### src/sv/utf8_text_validator_defines.svh
// Assertion macros for the UTF-8 text validator.
`ifndef UTF8_TEXT_VALIDATOR_DEFINES_SVH
`define UTF8_TEXT_VALIDATOR_DEFINES_SVH

`ifndef SYNTH

// Same-cycle implication, disabled during reset.
`define UTV_ASSERT_IMP(lbl, clk, rst, pre, post) \
   lbl: assert property (@(posedge clk) disable iff (rst) (pre) |-> (post)) \
      else $error("utf8_text_validator: check failed");

// Next-cycle implication, disabled during reset.
`define UTV_ASSERT_NXT(lbl, clk, rst, pre, post) \
   lbl: assert property (@(posedge clk) disable iff (rst) (pre) |=> (post)) \
      else $error("utf8_text_validator: check failed");

`else

`define UTV_ASSERT_IMP(lbl, clk, rst, pre, post)
`define UTV_ASSERT_NXT(lbl, clk, rst, pre, post)

`endif

`endif

### src/sv/utv_pkg.sv
`default_nettype none

package utv_pkg;

   localparam int unsigned LenWidth = 8;
   localparam int unsigned SeenWidth = 9;
   localparam int unsigned CpWidth = 21;

   localparam logic [LenWidth-1:0] MaxLengthReset = 8'd48;

   // Minimum code point class of an open sequence
   localparam logic [1:0] ClassNone = 2'd0;
   localparam logic [1:0] ClassTwo = 2'd1;
   localparam logic [1:0] ClassThree = 2'd2;
   localparam logic [1:0] ClassFour = 2'd3;

   typedef struct packed {
      logic [1:0]           pending;
      logic [CpWidth-1:0]   code_point;
      logic [1:0]           min_class;
      logic [SeenWidth-1:0] bytes_seen;
      logic                 failed;
   } utv_state_type;

endpackage

`default_nettype wire

### src/sv/utv_if.sv
`default_nettype none

// Request channel: at most one text byte per request
interface utv_req_if;
   logic       valid;
   logic       ready;
   logic [7:0] text_byte;
   logic       byte_present;
   logic       last_item;

   modport source (output valid, output text_byte, output byte_present,
                   output last_item, input ready);
   modport sink (input valid, input text_byte, input byte_present,
                 input last_item, output ready);
endinterface

// Response channel: one verdict per text
interface utv_rsp_if;
   logic valid;
   logic ready;
   logic accepted;

   modport source (output valid, output accepted, input ready);
   modport sink (input valid, input accepted, output ready);
endinterface

// Register write channel for the length bound
interface utv_csr_if;
   logic                           valid;
   logic                           ready;
   logic [utv_pkg::LenWidth-1:0]   max_length;

   modport source (output valid, output max_length, input ready);
   modport sink (input valid, input max_length, output ready);
endinterface

`default_nettype wire

### src/sv/utv_step.sv
`default_nettype none

module utv_step (
   input  wire utv_pkg::utv_state_type        cur_state,
   input  wire logic [7:0]                    text_byte,
   input  wire logic                          byte_present,
   input  wire logic                          last_item,
   input  wire logic [utv_pkg::LenWidth-1:0]  max_length,
   output utv_pkg::utv_state_type             next_state,
   output logic                               accepted
);

   localparam logic [7:0] LeadTwoLo = 8'hC2;
   localparam logic [7:0] LeadTwoHi = 8'hDF;
   localparam logic [7:0] LeadThreeLo = 8'hE0;
   localparam logic [7:0] LeadThreeHi = 8'hEF;
   localparam logic [7:0] LeadFourLo = 8'hF0;
   localparam logic [7:0] LeadFourHi = 8'hF4;
   localparam logic [utv_pkg::SeenWidth-1:0] SeenMax = '1;

   // Range checks on a finished code point
   function automatic logic code_point_ok(input logic [utv_pkg::CpWidth-1:0] c,
                                          input logic [1:0] cls);
      logic [utv_pkg::CpWidth-1:0] min_cp;
      logic                        ok;
      case (cls)
         utv_pkg::ClassNone:  min_cp = 21'h0;
         utv_pkg::ClassTwo:   min_cp = 21'h80;
         utv_pkg::ClassThree: min_cp = 21'h800;
         utv_pkg::ClassFour:  min_cp = 21'h10000;
         default:             min_cp = 21'h0;
      endcase
      ok = 1'b1;
      if (c < min_cp) ok = 1'b0;
      if (c > 21'h10FFFF) ok = 1'b0;
      if (c >= 21'hD800 && c <= 21'hDFFF) ok = 1'b0;
      if (c < 21'h20) ok = 1'b0;
      if (c >= 21'h7F && c <= 21'h9F) ok = 1'b0;
      if (c == 21'h2028 || c == 21'h2029) ok = 1'b0;
      return ok;
   endfunction

   logic [utv_pkg::CpWidth-1:0] cp_shift;
   logic [1:0]                  pending_dec;

   assign cp_shift = {cur_state.code_point[utv_pkg::CpWidth-7:0], text_byte[5:0]};
   assign pending_dec = cur_state.pending - 2'd1;

   // Count, decode one byte, then close the text on the last request
   always_comb begin
      next_state = cur_state;
      if (byte_present) begin
         if (cur_state.bytes_seen != SeenMax) begin
            next_state.bytes_seen = cur_state.bytes_seen + 9'd1;
         end
         if (next_state.bytes_seen > {1'b0, max_length}) begin
            next_state.failed = 1'b1;
         end
         if (!next_state.failed) begin
            if (cur_state.pending == 2'd0) begin
               if (!text_byte[7]) begin
                  if (!code_point_ok({13'd0, text_byte}, utv_pkg::ClassNone)) begin
                     next_state.failed = 1'b1;
                  end
               end else if (text_byte >= LeadTwoLo && text_byte <= LeadTwoHi) begin
                  next_state.code_point = {16'd0, text_byte[4:0]};
                  next_state.pending = 2'd1;
                  next_state.min_class = utv_pkg::ClassTwo;
               end else if (text_byte >= LeadThreeLo && text_byte <= LeadThreeHi) begin
                  next_state.code_point = {17'd0, text_byte[3:0]};
                  next_state.pending = 2'd2;
                  next_state.min_class = utv_pkg::ClassThree;
               end else if (text_byte >= LeadFourLo && text_byte <= LeadFourHi) begin
                  next_state.code_point = {18'd0, text_byte[2:0]};
                  next_state.pending = 2'd3;
                  next_state.min_class = utv_pkg::ClassFour;
               end else begin
                  next_state.failed = 1'b1;
               end
            end else if (text_byte[7:6] != 2'b10) begin
               next_state.failed = 1'b1;
            end else begin
               next_state.pending = pending_dec;
               if (pending_dec == 2'd0) begin
                  if (!code_point_ok(cp_shift, cur_state.min_class)) begin
                     next_state.failed = 1'b1;
                  end
                  next_state.code_point = '0;
                  next_state.min_class = utv_pkg::ClassNone;
               end else begin
                  next_state.code_point = cp_shift;
               end
            end
         end
      end
      // An open sequence at the end is truncated
      accepted = !(next_state.failed || next_state.pending != 2'd0);
      if (last_item) begin
         next_state = '0;
      end
   end

endmodule

`default_nettype wire

### src/sv/utf8_text_validator.sv
// A last request's verdict is formed from the input stage into the response register.
// Throughput: one byte per cycle; the input stage holds a last request only while
// the response register still holds an untaken verdict.
// Reset (synchronous, active high) clears the text state and both valid flags,
// and sets the length bound to 48.
`default_nettype none
`include "utf8_text_validator_defines.svh"

module utf8_text_validator (
   input wire logic  clock,
   input wire logic  reset,
   utv_req_if.sink   req_bus,
   utv_rsp_if.source rsp_bus,
   utv_csr_if.sink   csr_bus
);

   logic                          in_valid_ff;
   logic                          in_valid_in;
   logic [7:0]                    in_byte_ff;
   logic                          in_present_ff;
   logic                          in_last_ff;
   logic                          in_stall;
   logic                          in_fire;
   logic                          req_take;
   utv_pkg::utv_state_type        state_ff;
   utv_pkg::utv_state_type        state_in;
   utv_pkg::utv_state_type        step_state;
   logic                          step_accepted;
   logic                          rsp_valid_ff;
   logic                          rsp_valid_in;
   logic                          rsp_accepted_ff;
   logic [utv_pkg::LenWidth-1:0]  max_length_ff;

   // Hold a last request while the verdict register is still occupied
   assign in_stall = in_valid_ff && in_last_ff && rsp_valid_ff && !rsp_bus.ready;
   assign in_fire = in_valid_ff && !in_stall;
   assign req_bus.ready = !in_stall;
   assign req_take = req_bus.valid && req_bus.ready;
   assign in_valid_in = req_take ? 1'b1 : (in_fire ? 1'b0 : in_valid_ff);

   assign csr_bus.ready = 1'b1;

   utv_step u_step (
      .cur_state    (state_ff),
      .text_byte    (in_byte_ff),
      .byte_present (in_present_ff),
      .last_item    (in_last_ff),
      .max_length   (max_length_ff),
      .next_state   (step_state),
      .accepted     (step_accepted)
   );

   // Advance state only on a processed request
   assign state_in = in_fire ? step_state : state_ff;
   assign rsp_valid_in = (in_fire && in_last_ff) ? 1'b1
                       : (rsp_bus.ready ? 1'b0 : rsp_valid_ff);

   assign rsp_bus.valid = rsp_valid_ff;
   assign rsp_bus.accepted = rsp_accepted_ff;

   // Control registers
   always_ff @(posedge clock) begin
      if (reset) begin
         in_valid_ff <= 1'b0;
         state_ff <= '0;
         rsp_valid_ff <= 1'b0;
         max_length_ff <= utv_pkg::MaxLengthReset;
      end else begin
         in_valid_ff <= in_valid_in;
         state_ff <= state_in;
         rsp_valid_ff <= rsp_valid_in;
         if (csr_bus.valid) begin
            max_length_ff <= csr_bus.max_length;
         end
      end
   end

   // Payload registers
   always_ff @(posedge clock) begin
      if (req_take) begin
         in_byte_ff <= req_bus.text_byte;
         in_present_ff <= req_bus.byte_present;
         in_last_ff <= req_bus.last_item;
      end
      if (in_fire && in_last_ff) begin
         rsp_accepted_ff <= step_accepted;
      end
   end

   // An open sequence never has more continuations left than its lead announced
   `UTV_ASSERT_IMP(a_pending_class, clock, reset, state_ff.pending != 2'd0,
                   state_ff.min_class >= state_ff.pending)
   // With no open sequence, the partial code point and class are clear
   `UTV_ASSERT_IMP(a_idle_clean, clock, reset, state_ff.pending == 2'd0,
                   state_ff.code_point == '0 && state_ff.min_class == utv_pkg::ClassNone)
   // Closing a text returns the state to its reset value and posts a verdict
   `UTV_ASSERT_NXT(a_last_clears, clock, reset, in_fire && in_last_ff,
                   state_ff == '0 && rsp_valid_ff)

endmodule

`default_nettype wire
### src/flat_wrapper.sv
// flat-port wrapper written by rule: the top's interface ports become plain ports
module utf8_text_validator_flat 
  (clock, reset, req_bus_valid, req_bus_text_byte, req_bus_byte_present, req_bus_last_item, req_bus_ready, rsp_bus_valid, rsp_bus_accepted, rsp_bus_ready, csr_bus_valid, csr_bus_max_length, csr_bus_ready);
  utv_req_if req_bus_i ();
  utv_rsp_if rsp_bus_i ();
  utv_csr_if csr_bus_i ();
  input wire logic clock;
  input wire logic reset;
  input wire logic [$bits(req_bus_i.valid)-1:0] req_bus_valid;
  input wire logic [$bits(req_bus_i.text_byte)-1:0] req_bus_text_byte;
  input wire logic [$bits(req_bus_i.byte_present)-1:0] req_bus_byte_present;
  input wire logic [$bits(req_bus_i.last_item)-1:0] req_bus_last_item;
  output wire logic [$bits(req_bus_i.ready)-1:0] req_bus_ready;
  output wire logic [$bits(rsp_bus_i.valid)-1:0] rsp_bus_valid;
  output wire logic [$bits(rsp_bus_i.accepted)-1:0] rsp_bus_accepted;
  input wire logic [$bits(rsp_bus_i.ready)-1:0] rsp_bus_ready;
  input wire logic [$bits(csr_bus_i.valid)-1:0] csr_bus_valid;
  input wire logic [$bits(csr_bus_i.max_length)-1:0] csr_bus_max_length;
  output wire logic [$bits(csr_bus_i.ready)-1:0] csr_bus_ready;
  assign req_bus_i.valid = req_bus_valid;
  assign req_bus_i.text_byte = req_bus_text_byte;
  assign req_bus_i.byte_present = req_bus_byte_present;
  assign req_bus_i.last_item = req_bus_last_item;
  assign req_bus_ready = req_bus_i.ready;
  assign rsp_bus_valid = rsp_bus_i.valid;
  assign rsp_bus_accepted = rsp_bus_i.accepted;
  assign rsp_bus_i.ready = rsp_bus_ready;
  assign csr_bus_i.valid = csr_bus_valid;
  assign csr_bus_i.max_length = csr_bus_max_length;
  assign csr_bus_ready = csr_bus_i.ready;
  utf8_text_validator u_core (.clock(clock), .reset(reset), .req_bus(req_bus_i), .rsp_bus(rsp_bus_i), .csr_bus(csr_bus_i));
endmodule
### config.mk
export PLATFORM = sky130hd
export DESIGN_NAME = utf8_text_validator_flat
export DESIGN_NICKNAME = d
export VERILOG_FILES = /design/src/sv/utv_pkg.sv /design/src/sv/utv_if.sv /design/src/sv/utv_step.sv /design/src/sv/utf8_text_validator.sv /design/src/flat_wrapper.sv
export VERILOG_INCLUDE_DIRS = /design/src /design/src/sv
export SDC_FILE = /design/constraint.sdc
export NUM_CORES = 1
export LEC_CHECK = 0
export BUFFER_PORTS_ARGS = -buffer_cell sky130_fd_sc_hd__buf_2
export CORE_MARGIN = 3
export CORE_UTILIZATION = 60
export CTS_BUF_LIST = sky130_fd_sc_hd__clkbuf_16
export CTS_CLUSTER_SIZE = 24
export DETAILED_ROUTE_END_ITERATION = 7
export PLACE_DENSITY = 0.81
export SETUP_SLACK_MARGIN = 0.5
export SLEW_MARGIN = 20
export SYNTH_ARGS = -nofsm -noshare
export SYNTH_HDL_FRONTEND = slang
export SYNTH_HIERARCHICAL = 1
export SYNTH_SLANG_ARGS = --single-unit
### constraint.sdc
create_clock -name clock -period 4.6 [get_ports clock]
set_clock_uncertainty 0.05 [all_clocks]
set_input_delay 0.46 -clock clock [delete_from_list [all_inputs] [get_ports clock]]
set_output_delay 0.46 -clock clock [all_outputs]
set_load 0.02 [all_outputs]
# == Yosys cells after proc, flatten, opt, wreduce, memory -nomap -nowiden ==
# Index checks and enable logic that the tools add are counted.
# W data, S select, Z words.
# op_classes
n_addsub,2
n_lt_le_gt_ge,18
n_eq_ne,11
muxes,57
reduce_logical,28
# ops
operator,count
$mux W21,10
$mux W25,7
$pmux W21 S4,1
$mux W35,2
$eq A21 B14 Y1 const B,2
$mux W1,34
$le A8 B8 Y1 const B,4
$ge A8 B8 Y1 const B,3
$ge A21 B16 Y1 const B,1
$ge A21 B7 Y1 const B,1
$gt A21 B21 Y1 const B,1
$le A21 B16 Y1 const B,1
$le A21 B8 Y1 const B,1
$lt A21 B21 Y1,1
$lt A21 B6 Y1 const B,1
$lt A8 B21 Y1,1
$mux W9,2
$logic_and A1 B1 Y1,12
$add A9 B1 Y9 const B,1
$gt A9 B8 Y1,1
$ne A9 B9 Y1 const B,1
$ge A8 B7 Y1 const B,1
$lt A8 B6 Y1 const B,1
$reduce_bool A2 Y1,4
16 further kinds,22
# word_totals
ff_bits,50
input_bits,23
wordCells,128

# == Logic depth before layout (Yosys ltp) ==
# depth
word_depth,29
depth_mapped,19
mapped_depth_nobuf,15

# == Cells and area by module ==
# The synthesis kept the hierarchy.
# by_module_without_submodules
mod,n_inst,cells_each,area_each_um2,seq_area_each_um2
utf8_text_validator,1,203,2316.0,1231.2
utv_step,1,217,1442.6,0.0

# == Worst setup path after synthesis ==
# OpenSTA, ideal clock, no wires.
# synth_path
path_type,register to register
from,reg u_core/state_ff[1] (netlist name)
to,reg u_core/state_ff[26] (netlist name)
setup_time_ns,0.072
t_arrival_ns,3.208
path_slack_ns,1.270
stages_incl_launch_ff,20
cell_sequence,dfxtp_1 -> ha_1 -> nand3_1 -> nor2_2 -> nand2_1 -> clkbuf_1 -> nand2_1 -> xnor2_1 -> ha_1 -> nand4_1 -> or3_1 -> o211ai_2 -> and2_1 -> buf_6 -> and3_1 -> buf_6 -> buf_8 -> a22o_1 -> nand2b_1 -> mux2i_1
# synth_via
elab_chain_cells,8
elab_cells_between_ends,9
classes_between,1 x add/sub; 1 x order compare; 2 x eq/ne; 4 x mux; 1 x reduce/logical
# synth_lines
element,line_no,rtl
"start, declared",utf8_text_validator.sv:25,utv_pkg::utv_state_type state_ff;
"start signal, assigned",utf8_text_validator.sv:70,state_ff <= state_in;
$add A9 B1 Y9 or $ne A9 B9 Y1 (tied branches),"utv_step.sv:54, utv_step.sv:53",
$mux W9 (*),utv_step.sv:53,if (cur_state.bytes_seen != SeenMax) begin
$mux W9 (*),utv_step.sv:52,if (byte_present) begin
$gt A9 B8 Y1 (*),utv_step.sv:56,"if (next_state.bytes_seen > {1'b0, max_length}) begin"
$mux W1 (*),utv_step.sv:56,
$mux W1 (*),utv_step.sv:52,
$ne A2 B1 Y1 (no line) (*),-,
$reduce_and A6 Y1 (no line) (*),-,
# Every way passes the cells marked *; elsewhere a longest branch is shown, timed or not. The select of a mux whose other input is x is not followed.
# A chain may end at the register's enable or synchronous reset.

# == Final worst setup path ==
# layout_path
from,reg u_core/state_ff[1] (netlist name)
to,reg u_core/state_ff[17] (netlist name)
# The elaborated chain is that of the path after synthesis.

==> metrics.yaml <==
run_status:
  outcome: "completed"
timing:
  setup_ws_ps: 867.8
  hold_viol_final: 0
  finalCritPeriodShare: 0.8114
  rsz0062_at_grt: "false"
  setup_viol: 0
  slew_headroom: 0.2938
  finalMaxSlewViolations: 0
  fmax_mhz: 267.9
  fin_setup_tns_ps: 0
  tightest_slew_ps: 1054
  fin_crit_ps: 3732
die:
  dieHeight_um: 81.84
  fp.dieW_um: 81.84
  die_area_mm2: 0.006697
  rows: 26
  core_area_mm2: 0.005335
  num_io_pins: 27
  start_util: 0.6468
cells_and_area:
  fin_nets: 430
  n_antenna_cell: 0
  nFillCells: 432
  area_growth_pct: 4.967
  fin_cells: 465
  drive_gt1_frac: 0.1165
cts:
  numCtsBuffers: 5
  hold_buffers: 0
  cts_setup_buffers: 0
  cts_max_level: 2
  clock_sinks: 50
  cts-root-buf: "clkbuf_16"
  clock_latency_ps: 290
  cts.path.max_buffers: 2
  cts_resized: 0
  path_clk_slew_ps: 70
  tritoncts: "yes"
critical_path:
  cp_common_cell: "ha_1"
  critical_path_cell_count: 14
  start_kind: "flip-flop"
  end_kind: "flip-flop"
  crit_path_max_fanout: 13
  critPathRequiredTime_ps: 4760
  worstPathCellList: "ha_1 -> nand3_1 -> nor2_2 -> nand2_2 -> mux2_2 -> ha_1 -> nand4_1 -> or3_1 -> o211ai_2 -> and2_1 -> and3_2 -> a22o_1 -> nand2b_1 -> mux2i_1"
  crit_family: "simple AND/OR/NAND/NOR gates"
  reg2reg_depth: 14
  crit_path_top_delay_cell: "dfxtp_1"
  slowest_delay_ps: 420
  critPathBufInv: 0
  critPathArrivalTime_ps: 3890
  crit_type: "flip-flop to flip-flop"
detailed_routing:
  drt-total-wl_um: 6942
  drt_iter0_markers: 226
  postRouteAntennaNets: 0
  dr.pass1.iters: 4
  drc: 0
  vias: 2793
  vias_per_cell: 6.006
  wl_per_cell_um: 14.93
placed_design:
  port_buffers: 25
  gp_congestion: 0.8859
  dp_slack_ps: 732.6
  place_inst: 457
  dpl.hpwl_um: 4751
power_and_ir_drop:
  vdd_ir_drop_max_mv: 0.2244
  powerDensity_mw_per_mm2: 259.8
  p_leak_uw: 0.001387
global_route:
  grt_pass1_vias: 2574
  grt_usage: 0.2224
  grt_first_pass_wirelength_um: 11810
  grt_max_degree: 69
  globalRouteOverflowTotal: 0
  antenna_found_initial: 0
logic_synthesis:
  syn_area_mm2: 0.003451
  synth_area_per_cell_um2: 8.848
  yosysWarningCount: 6
  synth_nets: 426
  postSynthCellCount: 390
min_path:
  min_path_type: "primary input to flip-flop"
  hold_depth: 1
run:
  maxCapViolCount: 0
## power breakdown
group	total, µW	switching (µW)	internal (µW)	leakage [µW]
Clock	360	161	199	0.0000699
Sequential	480	18.5	461	0.000423
Combinational	101	53.4	47.6	0.000893
Total	941	233	708	0.00139
## registers in the layout, summed over array words and instances (netlist names)
register	cells
u_core/in_valid_ff	1
u_core/rsp_bus.valid	1
u_core/rsp_bus.accepted	1
u_core/state_ff	29
u_core/max_length_ff	8
u_core/in_byte_ff	8
u_core/in_present_ff	1
u_core/in_last_ff	1
## area by class of cell
class,instances,area [µm²],share of cell area
inverters,18,67.56,0.01865
clock buffers,5,125.1,0.03454
clock inverters,3,16.27,0.004491
flip-flops and latches,50,1111,0.3067
repair buffers,26,132.6,0.03661
well taps,70,87.58,0.02418
multi-input cells,293,2082,0.5748
## worst reg2reg max path: stages, from the launching register on
cell,delay [ps]
dfxtp_1,420
ha_1,260
nand3_1,130
nor2_2,250
nand2_2,210
mux2_2,340
ha_1,270
nand4_1,100
or3_1,370
o211ai_2,130
and2_1,370
and3_2,370
a22o_1,170
nand2b_1,60
mux2i_1,150
## metal layers
layer | global-route usage | routed length [µm]
met4 | 0.06312 | 102
met3 | 0.03947 | 305
met1 | 0.3069 | 3322
met5 | 0 | 0
met2 | 0.3562 | 3212
## cells in the final DEF (no fill, tap or decap), types with 2 or more instances in the layout
cell       instances
o221ai_1           2
o211ai_1           6
a22o_1            13
o31ai_1            2
clkbuf_16          5
nor3_1             5
xnor2_1            3
a31oi_1            3
a21oi_1           15
o21ai_0            5
nand2_1           20
nand3_1           12
nand4_1            6
nor2_1            28
nand2b_1          60
nor3b_1            2
a211o_1            3
ha_1              13
nand4b_1           2
buf_2             25
or3_1              6
o32ai_1            3
o41ai_1            3
dfxtp_1           39
mux2i_1           36
nor2b_1            5
edfxtp_1          11
and3_1             5
a311oi_1           2
inv_1             18
xor2_1             6
## stage by stage
step                utilization  instance area [µm²]  hold WS [ps]  power, µW
finish                   0.6789                 3622         294.4      941.0
floorplan                     -                 3451         410.4      571.1
global route             0.6789                 3622         284.4      976.3
detailed placement       0.6517                 3477         440.4      589.1
CTS                      0.6782                 3618         288.3      948.5
global placement         0.6517                 3477         428.1      585.5
## worst paths after layout
check | start | to | slack, ps
worst max-delay path | u_core/state_ff[1] | u_core/state_ff[17] | 870
worst min-delay path | req_bus_byte_present | u_core/in_present_ff | 290
worst max register to register | u_core/state_ff[1] | u_core/state_ff[17] | 870
worst min register to register | u_core/max_length_ff[2] | u_core/max_length_ff[2] | 450
No activity file was read; power rests on OpenSTA's default activity.
